## src/hdl/button_debounce_key_repeat_assert.svh

```systemverilog
// Assertion macros shared by the button debounce and key repeat block.
`ifndef BUTTON_DEBOUNCE_KEY_REPEAT_ASSERT_SVH
`define BUTTON_DEBOUNCE_KEY_REPEAT_ASSERT_SVH
`ifndef SYNTHESIS
// Check that a property holds at every clock edge outside reset.
`define BDKR_ASSERT(label, prop, msg) \
  label: assert property (@(posedge clk_i) disable iff (!rst_ni) (prop)) else $error(msg);
// Check that a condition never holds outside reset.
`define BDKR_ASSERT_NEVER(label, cond, msg) \
  `BDKR_ASSERT(label, !(cond), msg)
`else
`define BDKR_ASSERT(label, prop, msg)
`define BDKR_ASSERT_NEVER(label, cond, msg)
`endif
`endif

```

## src/hdl/bdkr_pkg.sv

```systemverilog
// Types and constants of the button debounce and key repeat block.
package bdkr_pkg;

  localparam int unsigned NumButtons = 4;
  localparam int unsigned CfgIdxW    = 3;

  // Action codes of an input item
  localparam logic ActService = 1'b0;
  localparam logic ActResync  = 1'b1;

  // Configuration register indexes
  typedef enum logic [CfgIdxW-1:0] {
    RegDebounce      = 3'd0,
    RegInitDelay     = 3'd1,
    RegFirstInterval = 3'd2,
    RegSecondDelay   = 3'd3,
    RegSecondIntvl   = 3'd4
  } cfg_reg_e;

  // Reset values of the configuration registers
  localparam logic [15:0] DebounceRst      = 16'd20;
  localparam logic [15:0] InitDelayRst     = 16'd400;
  localparam logic [15:0] FirstIntervalRst = 16'd120;
  localparam logic [15:0] SecondDelayRst   = 16'd1500;
  localparam logic [15:0] SecondIntvlRst   = 16'd50;

  typedef struct packed {
    logic [15:0] debounce_ms;
    logic [15:0] initial_repeat_delay_ms;
    logic [15:0] first_repeat_interval_ms;
    logic [15:0] second_repeat_delay_ms;
    logic [15:0] second_repeat_interval_ms;
  } cfg_t;

  typedef struct packed {
    logic                  action;
    logic [31:0]           now_ms;
    logic [NumButtons-1:0] pressed_levels;
    logic [NumButtons-1:0] pending_mask;
  } in_item_t;

  typedef struct packed {
    logic [NumButtons-1:0] stable_pressed;
    logic [NumButtons-1:0] press_events;
    logic [NumButtons-1:0] release_events;
  } out_item_t;

endpackage

```

## src/hdl/bdkr_cfg.sv

```systemverilog
// Configuration register file of the button debounce and key repeat block.
module bdkr_cfg (
  input  logic                          clk_i,
  input  logic                          rst_ni,
  input  logic                          cfg_valid_i,
  input  logic [bdkr_pkg::CfgIdxW-1:0]  cfg_index_i,
  input  logic [15:0]                   cfg_data_i,
  output bdkr_pkg::cfg_t                cfg_o
);

  bdkr_pkg::cfg_t cfg_d, cfg_q;

  // Decode the register index; writes beyond the list are dropped
  always_comb begin
    cfg_d = cfg_q;
    if (cfg_valid_i) begin
      unique case (bdkr_pkg::cfg_reg_e'(cfg_index_i))
        bdkr_pkg::RegDebounce:      cfg_d.debounce_ms               = cfg_data_i;
        bdkr_pkg::RegInitDelay:     cfg_d.initial_repeat_delay_ms   = cfg_data_i;
        bdkr_pkg::RegFirstInterval: cfg_d.first_repeat_interval_ms  = cfg_data_i;
        bdkr_pkg::RegSecondDelay:   cfg_d.second_repeat_delay_ms    = cfg_data_i;
        bdkr_pkg::RegSecondIntvl:   cfg_d.second_repeat_interval_ms = cfg_data_i;
        default: ;
      endcase
    end
  end

  always_ff @(posedge clk_i or negedge rst_ni) begin
    if (!rst_ni) begin
      cfg_q.debounce_ms               <= bdkr_pkg::DebounceRst;
      cfg_q.initial_repeat_delay_ms   <= bdkr_pkg::InitDelayRst;
      cfg_q.first_repeat_interval_ms  <= bdkr_pkg::FirstIntervalRst;
      cfg_q.second_repeat_delay_ms    <= bdkr_pkg::SecondDelayRst;
      cfg_q.second_repeat_interval_ms <= bdkr_pkg::SecondIntvlRst;
    end else begin
      cfg_q <= cfg_d;
    end
  end

  assign cfg_o = cfg_q;

endmodule

```

## src/hdl/bdkr_lane.sv

```systemverilog
// One button lane: debounce lockout, press/release detection and repeat timing.
module bdkr_lane (
  input  logic           clk_i,
  input  logic           rst_ni,
  input  logic           commit_i,
  input  logic           resync_i,
  input  logic [31:0]    now_i,
  input  logic           level_i,
  input  logic           pend_i,
  input  bdkr_pkg::cfg_t cfg_i,
  input  logic           all_held_i,
  output logic           level_o,
  output logic           press_o,
  output logic           release_o
);

  logic        dbc_d, dbc_q;
  logic [31:0] last_d, last_q;
  logic [31:0] hold_d, hold_q;
  logic [31:0] next_d, next_q;

  logic        flagged, lock_ok, chg;
  logic        dbc_1;
  logic [31:0] hold_1, next_1;
  logic [31:0] arm_time, held, rep_time;
  logic        rep;

  // Accept a flagged level change once the lockout window has passed
  assign flagged  = pend_i && (level_i != dbc_q);
  assign lock_ok  = (now_i - last_q) >= {16'd0, cfg_i.debounce_ms};
  assign chg      = flagged && lock_ok;
  assign arm_time = now_i + {16'd0, cfg_i.initial_repeat_delay_ms};

  // State after the change
  assign dbc_1  = chg ? level_i : dbc_q;
  assign hold_1 = chg ? (level_i ? now_i : 32'd0) : hold_q;
  assign next_1 = chg ? (level_i ? arm_time : 32'd0) : next_q;

  // Fire a repeat when armed and due and not every button is held, picking the rate from the hold time
  assign rep      = !all_held_i && dbc_1 && (next_1 != 32'd0) && (now_i >= next_1);
  assign held     = now_i - hold_1;
  assign rep_time = now_i + {16'd0, (held >= {16'd0, cfg_i.second_repeat_delay_ms})
                                    ? cfg_i.second_repeat_interval_ms
                                    : cfg_i.first_repeat_interval_ms};

  always_comb begin
    if (resync_i) begin
      dbc_d     = level_i;
      last_d    = 32'd0;
      hold_d    = level_i ? now_i : 32'd0;
      next_d    = level_i ? arm_time : 32'd0;
      press_o   = 1'b0;
      release_o = 1'b0;
    end else begin
      dbc_d     = dbc_1;
      last_d    = chg ? now_i : last_q;
      hold_d    = hold_1;
      next_d    = rep ? rep_time : next_1;
      press_o   = (chg && level_i) || rep;
      release_o = chg && !level_i;
    end
  end

  assign level_o = dbc_d;

  // Update the lane state when the item commits
  always_ff @(posedge clk_i or negedge rst_ni) begin
    if (!rst_ni) begin
      dbc_q  <= 1'b0;
      last_q <= 32'd0;
      hold_q <= 32'd0;
      next_q <= 32'd0;
    end else if (commit_i) begin
      dbc_q  <= dbc_d;
      last_q <= last_d;
      hold_q <= hold_d;
      next_q <= next_d;
    end
  end

endmodule

```

## src/hdl/button_debounce_key_repeat.sv

```systemverilog
// Four-button debouncer with lockout window and two-rate key repeat. Each
// service item (time stamp, pin levels, changed mask) yields exactly one
// result with the debounced levels and the press/repeat and release events
// of that item. The block takes one item per clock cycle while the output is
// not stalled and delivers its result through the input register and then
// the result register; the rate rests on the per-button time registers being
// updated as each item commits, ready for the next item to read. A full
// result register under stall holds the input side as well. Configuration
// writes are always taken and must be issued only while the block is idle.
`include "button_debounce_key_repeat_assert.svh"

module button_debounce_key_repeat (
  input  logic                         clk_i,
  input  logic                         rst_ni,
  input  logic                         in_valid_i,
  output logic                         in_stall_o,
  input  bdkr_pkg::in_item_t           in_data_i,
  output logic                         out_valid_o,
  input  logic                         out_stall_i,
  output bdkr_pkg::out_item_t          out_data_o,
  input  logic                         cfg_valid_i,
  output logic                         cfg_ready_o,
  input  logic [bdkr_pkg::CfgIdxW-1:0] cfg_index_i,
  input  logic [15:0]                  cfg_data_i
);

  localparam int unsigned NB = bdkr_pkg::NumButtons;

  bdkr_pkg::cfg_t      cfg;
  bdkr_pkg::in_item_t  s1_item_q;
  bdkr_pkg::out_item_t out_item_d, out_item_q;
  logic                s1_valid_q, out_valid_q;
  logic                advance, commit, in_xfer, resync, all_held;
  logic [NB-1:0]       lvl_next, press, rel;

  // Configuration registers
  assign cfg_ready_o = 1'b1;

  bdkr_cfg u_cfg (
    .clk_i       (clk_i),
    .rst_ni      (rst_ni),
    .cfg_valid_i (cfg_valid_i),
    .cfg_index_i (cfg_index_i),
    .cfg_data_i  (cfg_data_i),
    .cfg_o       (cfg)
  );

  // Pipeline flow: advance when the result register is free or drains
  assign advance    = !out_valid_q || !out_stall_i;
  assign commit     = s1_valid_q && advance;
  assign in_stall_o = s1_valid_q && !advance;
  assign in_xfer    = in_valid_i && !in_stall_o;
  assign resync     = (s1_item_q.action == bdkr_pkg::ActResync);

  always_ff @(posedge clk_i or negedge rst_ni) begin
    if (!rst_ni) begin
      s1_valid_q <= 1'b0;
    end else if (!in_stall_o) begin
      s1_valid_q <= in_valid_i;
    end
  end

  always_ff @(posedge clk_i) begin
    if (in_xfer) begin
      s1_item_q <= in_data_i;
    end
  end

  // Per-button lanes
  for (genvar b = 0; b < NB; b++) begin : g_lane
    bdkr_lane u_lane (
      .clk_i      (clk_i),
      .rst_ni     (rst_ni),
      .commit_i   (commit),
      .resync_i   (resync),
      .now_i      (s1_item_q.now_ms),
      .level_i    (s1_item_q.pressed_levels[b]),
      .pend_i     (s1_item_q.pending_mask[b]),
      .cfg_i      (cfg),
      .all_held_i (all_held),
      .level_o    (lvl_next[b]),
      .press_o    (press[b]),
      .release_o  (rel[b])
    );
  end

  // Suppress repeats while every button is held
  assign all_held = &lvl_next;

  // Result register
  always_comb begin
    out_item_d.stable_pressed = lvl_next;
    out_item_d.press_events   = press;
    out_item_d.release_events = rel;
  end

  always_ff @(posedge clk_i or negedge rst_ni) begin
    if (!rst_ni) begin
      out_valid_q <= 1'b0;
    end else if (advance) begin
      out_valid_q <= s1_valid_q;
    end
  end

  always_ff @(posedge clk_i) begin
    if (commit) begin
      out_item_q <= out_item_d;
    end
  end

  assign out_valid_o = out_valid_q;
  assign out_data_o  = out_item_q;

  // Checks
  `BDKR_ASSERT_NEVER(a_press_release_excl,
    out_valid_o && ((out_data_o.press_events & out_data_o.release_events) != '0),
    "press and release on one button")
  `BDKR_ASSERT_NEVER(a_release_is_up,
    out_valid_o && ((out_data_o.release_events & out_data_o.stable_pressed) != '0),
    "release reported on a pressed button")
  `BDKR_ASSERT(a_stall_only_when_full, in_stall_o |-> (out_valid_o && out_stall_i),
    "input stalled with result register free")
  `BDKR_ASSERT(a_commit_yields_result, commit |=> out_valid_o,
    "committed item gave no result")

endmodule
```

## config.mk

```make
export PLATFORM = sky130hd
export DESIGN_NAME = button_debounce_key_repeat
export DESIGN_NICKNAME = d
export VERILOG_FILES = /design/src/hdl/bdkr_pkg.sv /design/src/hdl/bdkr_cfg.sv /design/src/hdl/bdkr_lane.sv /design/src/hdl/button_debounce_key_repeat.sv
export VERILOG_INCLUDE_DIRS = /design/src /design/src/hdl
export SDC_FILE = /design/constraint.sdc
export NUM_CORES = 2
export LEC_CHECK = 0
export ABC_AREA = 1
export BUFFER_PORTS_ARGS = -buffer_cell sky130_fd_sc_hd__buf_2
export CORE_ASPECT_RATIO = 1.1
export CORE_MARGIN = 3
export CORE_UTILIZATION = 60
export DETAILED_ROUTE_END_ITERATION = 12
export PLACE_DENSITY_LB_ADDON = 0.15
export SLEW_MARGIN = 20
export SYNTH_ARGS = -nofsm -noshare
export SYNTH_HDL_FRONTEND = slang
export SYNTH_HIERARCHICAL = 1
export SYNTH_SLANG_ARGS = --single-unit
```

## constraint.sdc

```tcl
create_clock -name clk_i -period 28.5 [get_ports clk_i]
set_clock_uncertainty 0.15 [all_clocks]
set_input_delay 7.125 -clock clk_i [delete_from_list [all_inputs] [get_ports clk_i]]
set_output_delay 7.125 -clock clk_i [all_outputs]
set_load 0.02 [all_outputs]
```

==> flow_metrics.tcl <==
set metrics [dict create \
    fin_crit_sh 0.521 \
    hold_path_depth 2 \
    layout_commonest_cell "nand2_1" \
    antenna_found_initial 6 \
    routedWlPerCell_um 19.5 \
    syn_inst 9754 \
    cp_cell_sequence "buf_2, nand3_2, inv_1, buf_2" \
    synth_top_family_by_area "simple AND/OR/NAND/NOR gates" \
    endpoint "in_stall_o" \
    drt_iter0_markers 6262 \
    cp-start-kind "input pin" \
    p_clk_frac 0.215 \
    finalWeightedCongestion 1.02 \
    timing.final.crit_period_ns 14.84 \
    slowest_delay_ns 0.15 \
    finalMaxSlewViolations 0 \
    synth_largest_area_cell "nand2_1" \
    dr.pass1.iters 8 \
    critPathLaunch "out_stall_i" \
    dieWidth_um 308 \
    critPathSlowestCell "buf_2" \
    die_h_um 338 \
    cts_buffer_depth 3 \
    synth_compound_area_frac 0.136 \
    muxShareOfSynthArea 0 \
    fin_setup_tns_ns 0 \
    cp.arrival_ns 7.57 \
    critPathRequiredTime_ns 21.23 \
    grt_pass1_wl_mm 328 \
    cap_violations 0 \
    peakVddDrop_uv 52.9 \
    finalHoldViolCount 0 \
    reg2regPathDepth 65 \
    routed_wl_mm 216 \
    crit_fanout 3 \
    leakage_nw 34.4 \
    synth_fa_ha_area_frac 0.139 \
    cts_made_buffers 69 \
    fillCellCount 9466 \
    r2r-end "g_lane[3].u_lane/next_q[28]" \
    clk_pin_slew_worst_paths_ns 0.06 \
    synth_area_leaders "nand2_1 (20%), dfrtp_1 (19%), ha_1 (13%), inv_1 (9.6%), nand3_1 (7.3%)" \
    yosys_warnings 6 \
    synth_xor_area_frac 0.0417 \
    tightest_slew_ns 1.20 \
    cts_num_sinks 523 \
    io_pins 80 \
    timing.final.ws_setup_ns 13.66 \
    post-place-cells 10900 \
    fmax_ghz 0.0674 \
    hold_slack_ns 0.327 \
    ys_types 60 \
    synth_ff_type "dfrtp_1" \
    synth_top_cell_area_share 0.196 \
    core_area_mm2 0.0992 \
    die-area_mm2 0.104 \
    intPower_mw 2.28 \
    layout.cells.non_filler 11100 \
    ant_nets 0 \
    syn2layout_area_growth_pct 6.47 \
    cp_common_cell "buf_2" \
    post_cts_resized 0 \
    ys_seq_elements 523 \
    htreeDepth 3 \
    cts_tree "built" \
    synth-edff-count 53 \
    nets 10400 \
    power_switching_mw 2.04 \
    cts_hold_buf 0 \
    port_buffers 78 \
    vias_per_cell 5.80 \
    vias 64100 \
    regToRegSetupSlack_ns 14.61 \
    dp_slack_ns 13.66 \
    seq_area_frac_synth 0.223 \
    crit_path_end_kind "output port" \
    critical_path_class "in2out" \
    synth.avg_cell_area_um2 6.16 \
    setup_violations 0 \
    grt_usage 0.405 \
    grt_pass1_vias 59000 \
    rr_startpoint "s1_item_q[9]" \
    syn_nets 10500 \
    p_comb_frac 0.544 \
    status "complete, no violations" \
    dp_hpwl_mm 157 \
    synth_area_mm2 0.0601 \
    final_util 0.645 \
    sw_frac_of_total 0.471 \
    yosys.area_share.simple 0.337 \
    rsz0062_at_grt "false" \
    async_flop_share 0.899 \
    start_util 0.606 \
    post_cts_buffers 0 \
    grt_overflow 0 \
    hold_class "reg2reg" \
    relSlewSlack 0.200 \
    drcViolationCount 0 \
    seq_power_share 0.241 \
    drive_gt1_frac 0.0466 \
    powerDensity_mw_per_mm2 67.4 \
    root_buffer "clkbuf_16" \
    mostFrequentLayoutCells "nand2_1 (3138), inv_1 (1534), nand3_1 (872)" \
    insertion_delay_ns 0.65 \
    num_rows 121 \
    grt_max_degree 145 \
]
==> layer usage <==
| layer | track usage | vias up | share of wire |
|---|---|---|---|
| met5 | 0.00512 | - | 0.00013 |
| met4 | 0.247 | 4 | 0.068 |
| met3 | 0.0959 | 640 | 0.11 |
| met2 | 0.635 | 3010 | 0.43 |
| met1 | 0.504 | 29200 | 0.39 |
| li1 | - | 31300 | - |
==> power by group through the flow <==
stage / Clock, mW / Sequential [mW] / Combinational [mW]
floorplan: 0 / 0.994 / 1.74
global placement: 0 / 1.04 / 2.23
detailed placement: 0 / 1.05 / 2.29
CTS: 0.941 / 1.04 / 2.30
global route: 0.968 / 1.05 / 2.66
finish: 0.928 / 1.04 / 2.35
==> logic make-up (layout without fill, tap and decap cells) <==
family / after synthesis / after routing
AND/OR/NAND/NOR: 4878 / 4878
buffers and inverters: 1874 / 1890
AO/OA/AOI/OAI: 1532 / 1532
adder cells (fa/ha/maj): 660 / 660
flip-flops: 523 / 523
XOR/XNOR: 286 / 286
other: 1 / 2
==> how the worst min path moves through the flow <==
stage / slack (ns) / to / start
after floorplan: 0.30 / g_lane[0].u_lane/next_q[31] / g_lane[0].u_lane/next_q[31]
after global placement: 0.31 / g_lane[2].u_lane/next_q[0] / g_lane[2].u_lane/next_q[0]
after detailed placement: 0.31 / g_lane[3].u_lane/next_q[7] / g_lane[3].u_lane/next_q[7]
after CTS: 0.33 / g_lane[3].u_lane/next_q[7] / g_lane[3].u_lane/next_q[7]
after global routing: 0.34 / g_lane[2].u_lane/next_q[12] / g_lane[2].u_lane/next_q[12]
final: 0.33 / g_lane[1].u_lane/next_q[1] / g_lane[1].u_lane/next_q[1]
==> cell type report <==
class                           count  area (um^2)  area share
Multi-Input combinational cell   7357        39400       0.616
Sequential cell                   523        13400       0.209
Inverter                         1574         5910      0.0923
Clock buffer                       94         1990      0.0310
Tap cell                         1291         1620      0.0252
Timing Repair Buffer              192         1310      0.0204
Clock inverter                     30          362     0.00565
Antenna cell                        1         2.50   0.0000391
==> Yosys cell counts (35+ instances only) <==
master,instances
nand4_1,101
nand2_1,3138
edfxtp_1,53
clkbuf_1,182
xnor2_1,86
o21ai_0,661
xor2_1,200
ha_1,644
nor3_1,99
a21o_1,35
buf_1,36
o21ai_1,45
nand3_1,873
dfrtp_1,451
inv_1,1540
nor2_1,521
a21oi_1,614
==> worst max-delay path, delay by kind of cell <==
family                 cells  cell delay [ns]
AND/OR/NAND/NOR            1             0.09
buffers and inverters      3             0.34
==> registers in the layout (all words and copies together), names as in the netlist <==
| signal | count |
|---|---|
| u_cfg/cfg_o | 80 |
| s1_valid_q | 1 |
| g_lane.u_lane/dbc_q | 4 |
| out_data_o | 12 |
| g_lane.u_lane/next_q | 128 |
| out_valid_o | 1 |
| s1_item_q | 40 |
| resync | 1 |
| g_lane.u_lane/last_q | 128 |
| g_lane.u_lane/hold_q | 128 |
==> through the flow <==
step                power, mW  instance area [um^2]
global placement         3.27                 61600
floorplan                2.73                 60100
detailed placement       3.34                 61600
global route             4.68                 64000
CTS                      4.28                 64000
finish                   4.32                 64000
Note: power is estimated with default switching activity, not from simulation.
